<file path="src/design/ruol_pkg.sv">
// shared types and constants for the recent-use order list unit
// no dependencies
`timescale 1ns / 1ps

package ruol_pkg;

  // width of every entry, length and opcode-independent payload field
  localparam int unsigned FIELD_W = 5;

  // default list capacity
  localparam int unsigned MAX_ENTRIES_DEF = 16;

  // answer to a query on an empty list
  localparam logic [FIELD_W-1:0] EMPTY_SUCCESSOR = FIELD_W'(1);

  typedef enum logic [1:0] {
    OP_TOUCH  = 2'd0,
    OP_QUERY  = 2'd1,
    OP_RESIZE = 2'd2
  } opcode_e;

endpackage

</file>
<file path="src/design/recent_use_order_list_unit.sv">
// recent-use order list unit: move-to-front list of entry numbers with a length
// uses ruol_pkg for field widths, opcodes and constants
`timescale 1ns / 1ps

// A request is taken when start is high and busy is low; busy then stays high
// until the request is finished. The list lives in a single-port-write,
// registered-read memory, and one small sequencer walks it one slot at a time,
// so each touched slot takes a read state and then a use state. A query scans
// to the position found and then reads the successor; a touch scans, shifts
// the slots before it down one place and writes the front; a grow writes each
// new slot, and a shrink reads each kept slot and clamps it. A touch that the
// list ignores, an empty query, a shrink to zero and opcode three finish in
// the accept cycle. A query answer shows on successor_entry_o for exactly one
// cycle with result_valid_o high; the receiver cannot stall it, so it must be
// taken then.
module recent_use_order_list_unit
  import ruol_pkg::*;
#(
  parameter int unsigned MAX_ENTRIES = MAX_ENTRIES_DEF
) (
  input  logic               clk_i,
  input  logic               rst_ni,
  input  logic               start,
  output logic               busy,
  input  logic [1:0]         opcode_i,
  input  logic [FIELD_W-1:0] entry_number_i,
  input  logic [FIELD_W-1:0] new_length_i,
  output logic               result_valid_o,
  output logic [FIELD_W-1:0] successor_entry_o
);

  localparam int unsigned IDX_W = (MAX_ENTRIES > 1) ? $clog2(MAX_ENTRIES) : 1;
  localparam int unsigned CNT_W = $clog2(MAX_ENTRIES + 1);
  localparam int unsigned CMP_W = (CNT_W > FIELD_W) ? CNT_W : FIELD_W;
  localparam logic [CMP_W-1:0] MaxLen = CMP_W'(MAX_ENTRIES);

  typedef enum logic [3:0] {
    ST_IDLE,
    ST_SCAN_RD,
    ST_SCAN_EV,
    ST_SHIFT_RD,
    ST_SHIFT_WR,
    ST_FRONT_WR,
    ST_QRY_RD,
    ST_QRY_EV,
    ST_GROW,
    ST_SHRINK_RD,
    ST_SHRINK_WR
  } state_e;

  state_e               state_q;
  opcode_e              op_q;
  logic [FIELD_W-1:0]   entry_q;
  logic [CMP_W-1:0]     n_q;
  logic [FIELD_W-1:0]   len_q;
  logic [CNT_W-1:0]     cnt_q;
  logic                 result_valid_q;
  logic [FIELD_W-1:0]   successor_q;

  logic [FIELD_W-1:0]   mem_q [MAX_ENTRIES];
  logic [FIELD_W-1:0]   rd_q;
  logic                 mem_we;
  logic [IDX_W-1:0]     mem_waddr;
  logic [FIELD_W-1:0]   mem_wdata;
  logic [IDX_W-1:0]     mem_raddr;

  logic [CMP_W-1:0]     cnt_x;
  logic [CMP_W-1:0]     cnt_inc_x;
  logic [CMP_W-1:0]     len_x;
  logic [CMP_W-1:0]     new_len_x;
  logic [CMP_W-1:0]     n_sat;
  logic [CMP_W-1:0]     rd_x;
  logic                 hit;
  logic                 last;

  assign cnt_x     = CMP_W'(cnt_q);
  assign cnt_inc_x = cnt_x + CMP_W'(1);
  assign len_x     = CMP_W'(len_q);
  assign new_len_x = CMP_W'(new_length_i);
  assign n_sat     = (new_len_x > MaxLen) ? MaxLen : new_len_x;
  assign rd_x      = CMP_W'(rd_q);
  assign hit       = (rd_q == entry_q);
  assign last      = (cnt_inc_x >= len_x);

  assign busy              = (state_q != ST_IDLE);
  assign result_valid_o    = result_valid_q;
  assign successor_entry_o = successor_q;

  // memory port control
  always_comb begin
    mem_we    = 1'b0;
    mem_waddr = cnt_q[IDX_W-1:0];
    mem_wdata = rd_q;
    mem_raddr = cnt_q[IDX_W-1:0];
    case (state_q)
      ST_SHIFT_RD: begin
        mem_raddr = IDX_W'(cnt_q - CNT_W'(1));
      end
      ST_SHIFT_WR: begin
        mem_we = 1'b1;
      end
      ST_FRONT_WR: begin
        mem_we    = 1'b1;
        mem_waddr = '0;
        mem_wdata = entry_q;
      end
      ST_GROW: begin
        mem_we    = (cnt_x < n_q);
        mem_wdata = FIELD_W'(cnt_inc_x);
      end
      ST_SHRINK_WR: begin
        mem_we    = (rd_x > n_q);
        mem_wdata = FIELD_W'(n_q);
      end
      default: begin
        mem_we = 1'b0;
      end
    endcase
  end

  always_ff @(posedge clk_i) begin
    if (mem_we) begin
      mem_q[mem_waddr] <= mem_wdata;
    end
    rd_q <= mem_q[mem_raddr];
  end

  always_ff @(posedge clk_i or negedge rst_ni) begin
    if (!rst_ni) begin
      state_q        <= ST_IDLE;
      len_q          <= '0;
      result_valid_q <= 1'b0;
      op_q           <= OP_TOUCH;
      entry_q        <= '0;
      n_q            <= '0;
      cnt_q          <= '0;
      successor_q    <= '0;
    end else begin
      result_valid_q <= 1'b0;
      case (state_q)
        ST_IDLE: begin
          if (start) begin
            op_q    <= opcode_e'(opcode_i);
            entry_q <= entry_number_i;
            n_q     <= n_sat;
            cnt_q   <= '0;
            case (opcode_e'(opcode_i))
              OP_TOUCH: begin
                if (len_q != '0 && entry_number_i <= len_q) begin
                  state_q <= ST_SCAN_RD;
                end
              end
              OP_QUERY: begin
                if (len_q == '0) begin
                  result_valid_q <= 1'b1;
                  successor_q    <= EMPTY_SUCCESSOR;
                end else begin
                  state_q <= ST_SCAN_RD;
                end
              end
              OP_RESIZE: begin
                if (n_sat >= len_x) begin
                  cnt_q   <= CNT_W'(len_q);
                  state_q <= ST_GROW;
                end else if (n_sat == '0) begin
                  len_q <= '0;
                end else begin
                  state_q <= ST_SHRINK_RD;
                end
              end
              default: begin
                state_q <= ST_IDLE;
              end
            endcase
          end
        end
        ST_SCAN_RD: begin
          state_q <= ST_SCAN_EV;
        end
        ST_SCAN_EV: begin
          if (hit || last) begin
            if (op_q == OP_TOUCH) begin
              // a miss replaces the last slot
              if (hit) begin
                cnt_q   <= cnt_q;
                state_q <= (cnt_q == '0) ? ST_FRONT_WR : ST_SHIFT_RD;
              end else begin
                cnt_q   <= CNT_W'(len_q - FIELD_W'(1));
                state_q <= (len_q == FIELD_W'(1)) ? ST_FRONT_WR : ST_SHIFT_RD;
              end
            end else begin
              // successor exists only for a hit that is not last
              cnt_q   <= (hit && !last) ? CNT_W'(cnt_inc_x) : '0;
              state_q <= ST_QRY_RD;
            end
          end else begin
            cnt_q   <= CNT_W'(cnt_inc_x);
            state_q <= ST_SCAN_RD;
          end
        end
        ST_SHIFT_RD: begin
          state_q <= ST_SHIFT_WR;
        end
        ST_SHIFT_WR: begin
          cnt_q   <= cnt_q - CNT_W'(1);
          state_q <= (cnt_q == CNT_W'(1)) ? ST_FRONT_WR : ST_SHIFT_RD;
        end
        ST_FRONT_WR: begin
          state_q <= ST_IDLE;
        end
        ST_QRY_RD: begin
          state_q <= ST_QRY_EV;
        end
        ST_QRY_EV: begin
          result_valid_q <= 1'b1;
          successor_q    <= rd_q;
          state_q        <= ST_IDLE;
        end
        ST_GROW: begin
          if (cnt_x < n_q) begin
            cnt_q <= CNT_W'(cnt_inc_x);
          end else begin
            len_q   <= FIELD_W'(n_q);
            state_q <= ST_IDLE;
          end
        end
        ST_SHRINK_RD: begin
          state_q <= ST_SHRINK_WR;
        end
        ST_SHRINK_WR: begin
          cnt_q <= CNT_W'(cnt_inc_x);
          if (cnt_inc_x >= n_q) begin
            len_q   <= FIELD_W'(n_q);
            state_q <= ST_IDLE;
          end else begin
            state_q <= ST_SHRINK_RD;
          end
        end
        default: begin
          state_q <= ST_IDLE;
        end
      endcase
    end
  end

endmodule

</file>
<file path="config.mk">
export PLATFORM = sky130hd
export DESIGN_NAME = recent_use_order_list_unit
export DESIGN_NICKNAME = d
export VERILOG_FILES = /design/src/design/ruol_pkg.sv /design/src/design/recent_use_order_list_unit.sv
export SDC_FILE = /design/constraint.sdc
export NUM_CORES = 1
export LEC_CHECK = 0
export BUFFER_PORTS_ARGS = -buffer_cell sky130_fd_sc_hd__buf_2
export CORE_MARGIN = 5
export CORE_UTILIZATION = 60
export CTS_CLUSTER_SIZE = 30
export DETAILED_ROUTE_END_ITERATION = 8
export PLACE_DENSITY = 0.81
export SETUP_SLACK_MARGIN = 0.2
export SYNTH_ARGS = -nofsm -noshare
export SYNTH_HDL_FRONTEND = slang
export SYNTH_SLANG_ARGS = --single-unit
</file>
<file path="constraint.sdc">
create_clock -name clk_i -period 3.5 [get_ports clk_i]
set_input_delay 0.35 -clock clk_i [delete_from_list [all_inputs] [get_ports clk_i]]
set_output_delay 0.35 -clock clk_i [all_outputs]
set_load 0.05 [all_outputs]
</file>
==> summary.txt, run 1 <==
Critical path
  – Reg-to-reg startpoint: cnt_q[2]
  – CP Data Arrival Time: ~3.7 ns
  – Critical Path End Type: flop
  – Max incr delay on CP: approximately 0.67 ns
  – Worst Path Required: roughly 4.0 ns
  – Worst-path maximum fanout: 13
  – Critical-path cell list: clkinv_1, o21ai_0, o21ai_0, ha_1, a21o_1, a2111oi_1, buf_4, a211o_1, a22o_1
  – Register-to-Register Path Depth: 9
  – Startpoint Class: flop
  – Worst Setup Path Type: reg -> reg
  – R2R setup slack: about 0.30 ns
  – Worst R2R End: len_q[0]
  – CP max stage cell: dfrtp_1
  – Crit path top cell by count: o21ai_0

Layout
  – NumNets Final: about 640
  – Post-route cell area: between 7000 and 8000 µm²
  – N_diodes: 0
  – Layout cell share with drive strength beyond 1: between 15 and 20%
  – Layout Area Growth over Synthesis: 14.50%

Floorplan
  – Core area: slightly above 10000 µm²
  – Num ports: 22
  – Die width: ~110 µm
  – Effective utilization at floorplan: between 60% and 70%
  – Die area: 12350 µm²
  – Number of cell rows: 37
  – Die Y: 111.1 µm

Pwr
  – Switching Power: around 2.7 mW
  – Gate power share: about 43%
  – Pleak: ~2.8 nW
  – Sw Ratio: between 40% and 50%
  – VDD IR max: ~500 µV
  – Power per cell area: between 900 and 1000 nW/µm²
  – Clock power share: between 20% and 30%
  – Total Power: 6.593 mW
  – Sequential power share: 33.6%
  – Internal: between 3 and 4 mW

Clocking
  – CTS tree: yes
  – CTS Buffer Depth: 2
  – Clk root buf: clkbuf_8
  – Setup repair bufs after CTS: 0
  – H-Tree Depth: 4
  – CTS clk-pin slew, worst paths: 0.06 ns
  – Later-pin clock latency in the skew report: between 0.5 and 0.6 ns
  – Clk sinks: approximately 120
  – CTS Buf Count: 17
  – Cts hold-fix bufs: 1
  – Post_cts resized: 0

Drt
  – Via density: roughly 6.6
  – Routed wire length: 15960 µm
  – Drt first-iter violations: around 800
  – DRT antenna net count: 0
  – WL/cell: about 22 µm
  – Via Count: 4854
  – DRC: 0
  – Drt pass-1 iters: 8

Timing
  – Worst hold slack: a little over 0.05 ns
  – Max_slew headroom: 41.39%
  – Count of final setup violators: 0
  – F_max: 312.4 MHz
  – Clock period minus worst slack: about 3.2 ns
  – RSZ-0062 raised after global routing: false
  – Period utilisation layout: 91.44%
  – Final Max Slew Viols: 0
  – Setup Skew: slightly below 0.01 ns
  – Hold Vio Cnt, Final: 0
  – Worst-Margin Slew: approximately 0.87 ns
  – TNS Setup: 0 ns
  – Final setup margin: approximately 0.30 ns

Placement
  – Post-DP HPWL: 10720 µm
  – Placed Area: around 6500 µm²
  – Port Buf Inserts: 21
  – Dpl ws: 0.4679 ns
  – GPL Wtd Cong: between 0.9 and 1

Logic synthesis
  – Syn Nets: ~600
  – Yosys top cell by area: edfxtp_1
  – Compound-Gate Fraction of Synth Area: 11.34%
  – Top cell type's share of synthesized area: between 30% and 40%
  – Post-synthesis sequential area ratio: between 50% and 60%
  – Adder-Cell Fraction of Synth Area: around 7%
  – Primary FF master, synth: edfxtp_1
  – Largest family of logic cells by synthesized area: simple AND/OR/NAND/NOR gates
  – Post-synth EDFFs: 80
  – Most common cell in the netlist: nand2_1
  – Mapped Cells: about 550
  – Commonest cells post-synth: 94 x nand2_1, 80 x edfxtp_1, 35 x ha_1, 32 x dfrtp_1, 27 x nand3_1
  – Ys async rst share: 27.35%
  – Top cells by area, synth: edfxtp_1 39%, dfrtp_1 13%, ha_1 7.1%, nand2_1 5.7%, mux4_2 3.7%
  – Avg Inst Size Synth: between 10 and 15 µm²
  – Xor and xnor fraction of the mapped netlist area: between 2 and 3%
  – Mux contribution to synthesized area: between 4 and 5%
  – Yosys cell types: 62
  – Area of the mapped netlist: just over 6000 µm²
  – Simple-gate area share of the yosys netlist: between 10% and 20%
  – Seq cells post-synth: between 100 and 150
  – Yosys synthesis warning count: 0

Global route
  – Vias in the first global route: 4724
  – Initial antenna violation count: 0
  – Global-route wire length before repair: 25560 µm
  – All-layer global routing usage: 26.61%
  – Global route total overflow: 0
  – Largest net degree at the start of global routing: 33

Job
  – Max Cap Viol: 0

Min path
  – Hold path depth: 3
  – Hold endpoint: entry_q[4]
  – Hold Startpoint: entry_number_i[4]
  – Hold crit path type: in -> reg

Outcome
  – Status: complete, no violations
[power groups by stage]
stage	combinational [mW]	sequential [mW]	clock (mW)
2_1_floorplan	1.96	2.14	0
3_3_place_gp	2.59	2.20	0
3_5_place_dp	2.67	2.21	0
4_1_cts	2.74	2.19	1.59
5_1_grt	3.04	2.23	1.67
6_report	2.80	2.21	1.58
[per-layer routing]
layer	track usage [%]	part of all wire [%]	vias up
met5	0	0	-
met4	12.08	4.5	0
met3	6.168	12	71
met2	39.52	45	369
met1	37.38	39	2278
li1	-	-	2136
[area by class of cell]
class,count,area (µm²)
Clock buffer,18,417.9
Multi-Input combinational cell,387,2636
Sequential cell,117,3303
Timing Repair Buffer,46,295.3
Tap cell,136,170.2
Fill cell,682,3112
Clock inverter,14,128.9
Inverter,20,75.07
[layout by cell type, fill, tap and decap left out, drive strengths merged, types with 11 or more instances in the layout]
cell type  Yosys  final
xnor2         11     11
nor4          18     18
nand3         27     27
a21oi         11     11
buf            9     45
nand2         94     94
dfrtp         32     32
ha            35     35
o21ai         26     26
edfxtp        80     80
nor3          15     15
inv           19     21
nor2b         11     11
clkbuf        18     18
nor2          24     24
[metrics by stage]
stage	utilization [%]	cells
final	69.31	738
after floorplan	-	551
after CTS	69.31	738
after detailed placement	63.82	705
after global routing	69.31	738
after global placement	63.82	705
[state kept, by name, summed over array words and instances, names as in the netlist]
| register | flops |
|---|---|
| cnt_q | 5 |
| entry_q | 5 |
| len_q | 5 |
| mem_q | 80 |
| n_q | 5 |
| op_q | 2 |
| rd_q | 5 |
| result_valid_o | 1 |
| state_q | 4 |
| successor_entry_o | 5 |
[logic make-up after synthesis]
kind of cell,after synthesis
DFF,117
and+or+nand+nor,218
AOI/OAI and AO/OA,100
buffers and inverters,47
xor gates and xnor gates,17
muxes,17
adders and majority gates,35
[worst max path at each step]
stage / slack [ns] / end / from / cells after the start
after global routing: 0.26 / len_q[2] / cnt_q[2] / 9
after CTS: 0.42 / len_q[0] / cnt_q[2] / 9
final: 0.30 / len_q[0] / cnt_q[2] / 9
after detailed placement: 0.47 / len_q[4] / cnt_q[2] / 9
after floorplan: 0.51 / len_q[0] / cnt_q[0] / 11
after global placement: 0.61 / len_q[2] / cnt_q[0] / 8
[critical path: cells and delay by family (launching register included)]
kind | cells | cell delay (ns)
compound gates | 6 | 1.47
flops | 1 | 0.67
fa+ha+maj | 1 | 0.38
buf+inv | 2 | 0.59
Power figures use the tool's default switching activity.
==> inputs of run 2 (changes only) <==
--- a/config.mk
+++ b/config.mk
@@ -6,11 +6,11 @@
 export NUM_CORES = 1
 export LEC_CHECK = 0
 export BUFFER_PORTS_ARGS = -buffer_cell sky130_fd_sc_hd__buf_2
-export CORE_MARGIN = 5
-export CORE_UTILIZATION = 60
+export CORE_MARGIN = 3
+export CORE_UTILIZATION = 56
 export CTS_CLUSTER_SIZE = 30
 export DETAILED_ROUTE_END_ITERATION = 8
-export PLACE_DENSITY = 0.81
+export PLACE_DENSITY = 0.76
 export SETUP_SLACK_MARGIN = 0.2
 export SYNTH_ARGS = -nofsm -noshare
 export SYNTH_HDL_FRONTEND = slang
==> constraint.sdc (replaced) <==
create_clock -name clk_i -period 2.69 [get_ports clk_i]
set_input_delay 0.269 -clock clk_i [delete_from_list [all_inputs] [get_ports clk_i]]
set_output_delay 0.269 -clock clk_i [all_outputs]
set_load 0.05 [all_outputs]
==> run 2 against run 1 <==
Compared with the run above: via count up 6.5%; hold slack worse by 0.020 ns; routed wire length up 17%; utilization up 7.0 points; sequential share of layout area down 5.8 points; sequential cell count unchanged; combinational power up 83%; critical path depth up 1; clock power up 23%; sequential power up 27%; fmax up 23%; clock skew up 0.0034 ns.
==> summary.txt, run 2 (synthesis gave the netlist of run 1 again) <==
Timing
  – Count of final setup violators: 0
  – Max_slew headroom: between 50% and 60%
  – Final Max Slew Viols: 0
  – F_max: a little under 400 MHz
  – Setup Skew: around 0.013 ns
  – Period utilisation layout: a little over nine tenths
  – TNS Setup: 0 ns
  – RSZ-0062 raised after global routing: true
  – Clock period minus worst slack: ~2.6 ns
  – Worst-Margin Slew: 0.7359 ns
  – Hold Vio Cnt, Final: 0

Clocking
  – Later-pin clock latency in the skew report: between 0.5 and 0.6 ns
  – CTS tree: yes
  – CTS clk-pin slew, worst paths: around 0.06 ns
  – H-Tree Depth: 4
  – CTS Buffer Depth: 2
  – Clk sinks: 117
  – Clk root buf: clkbuf_8
  – CTS Buf Count: 17

Global route
  – Largest net degree at the start of global routing: 33
  – Met1 Use GR: about 40%
  – Global-route wire length before repair: 27290 µm
  – Vias in the first global route: approximately 5000
  – Global route total overflow: 0
  – Routing usage on met2: between 40 and 50%
  – GR peak layer: met2
  – M3 GR Usage: under 10%
  – Initial antenna violation count: 0
  – All-layer global routing usage: between 20 and 30%

Floorplan
  – Core area: between 10000 and 15000 µm²
  – Number of cell rows: 37
  – Die area: 12250 µm²
  – Effective utilization at floorplan: between 50% and 60%
  – Num ports: 22
  – Die Y: approximately 110 µm
  – Die width: between 100 and 150 µm

Layout
  – Max reg flops: 80
  – Multi-input gate area: about 3200 µm²
  – NumNets Final: 697
  – Layout Area Growth over Synthesis: 30.66%
  – Commonest non-fill, non-tap cell in the layout: nand2_1
  – Register bank with the most flops: mem_q
  – N_diodes: 0
  – Fillers: approximately 620
  – Most frequent cells in the layout: 93 x nand2_1, 80 x edfxtp_1, 68 x buf_4, 30 x dfrtp_1, 29 x ha_1
  – Layout cell share with drive strength beyond 1: a little under a third
  – Sequential Area: roughly 3300 µm²
  – Post-Layout Cell Count: 796

Critical path
  – R2R setup slack: a little under 0.1 ns
  – CP Data Arrival Time: around 2.8 ns
  – Worst Setup Path Type: reg -> reg
  – Startpoint Class: flop
  – Worst Path Required: 2.94 ns
  – Worst-path maximum fanout: 8
  – Worst R2R End: mem_q[11][3]
  – Worst Setup EP: mem_q[11][3]
  – Setup crit start: cnt_q[1]
  – Reg-to-reg startpoint: cnt_q[1]
  – Critical Path End Type: flop
  – Register-to-Register Path Depth: 10

Outcome
  – Status: complete, no violations

Drt
  – WL/cell: about 23 µm
  – DRT antenna net count: 0
  – DRC: 0
  – Via density: roughly 6.5
  – Drt first-iter violations: 655
  – Routed wire length: about 19000 µm
  – Via Count: approximately 5200
  – Drt pass-1 iters: 6

Pwr
  – Pleak: 3.101 nW
  – Power per cell area: ~1200 nW/µm²
  – VDD IR max: roughly 700 µV

Placement
  – GPL Wtd Cong: roughly 0.95
  – Post-DP HPWL: between 10000 and 15000 µm
  – Placed cell count: 733
  – Port Buf Inserts: 21

Min path
  – Hold crit path type: in -> reg

Job
  – Max Cap Viol: 0
[run 2: routing by layer]
layer  vias to the layer above  part of all wire (%)  wire length [µm]
met4                         0                   4.0               738
met5                         -                     0                 0
met3                        80                    11              2098
met2                       324                    45              8462
met1                      2511                    39              7317
li1                       2253                     -                 -
[run 2: through the flow]
step                      area [µm²]  setup WS, ns  util (%)  total power, mW  hold slack [ns]
after detailed placement        6932     -0.009426     65.96            7.003           0.3825
after floorplan                 6405        0.1658         -            5.564         -0.02659
after global routing            8019       0.04408     76.31            10.30          0.03787
after CTS                       7665        0.1294     72.94            9.184          0.01096
after global placement          6932       0.03967     65.96            6.871           0.3541
final                           8019       0.09642     76.31            9.858          0.03166
[run 2: worst min path at each step]
stage	startpoint	end	slack (ns)	depth (start not counted)
2_1_floorplan	rst_ni	cnt_q[0]	-0.03	0
3_3_place_gp	rst_ni	n_q[0]	0.35	1
3_5_place_dp	rst_ni	n_q[1]	0.38	1
4_1_cts	opcode_i[0]	op_q[0]	0.01	3
5_1_grt	opcode_i[0]	op_q[0]	0.04	3
6_report	opcode_i[0]	op_q[0]	0.03	3
[run 2: layout make-up]
| type | instances | share of cell area (%) |
|---|---|---|
| Sequential cell | 117 | 41.22 |
| Multi-Input combinational cell | 387 | 39.30 |
| Timing Repair Buffer | 104 | 10.00 |
| Clock buffer | 19 | 5.258 |
| Tap cell | 136 | 2.122 |
| Clock inverter | 13 | 1.092 |
| Inverter | 20 | 0.9986 |
[run 2: what timing repair did]
| item | CTS | global route |
|---|---|---|
| resized for setup | 21 | 40 |
| cloned | 1 | 0 |
| pin swaps | 13 | 37 |
| endpoints found under the hold margin | 37 | 0 |
| hold buffers | 6 | 0 |
| setup buffers | 8 | 16 |
| endpoints found under the setup margin | 85 | 97 |
[run 2: worst max-delay path, cell delays in order (launching register included)]
cell      delay, ns
dfrtp_2        0.48
ha_4           0.23
nor2b_1        0.12
o21ai_1        0.23
a21oi_2        0.11
a211oi_2       0.21
nand2_1        0.12
and3_4         0.21
buf_16         0.16
nor4_4         0.27
buf_6          0.16
[run 2: report_power, final]
group          leakage (nW)  switching (mW)  internal [mW]
clock                 0.237           0.822           1.12
sequential             1.18           0.322           2.47
combinational          1.69            3.06           2.06
total                  3.10            4.21           5.65
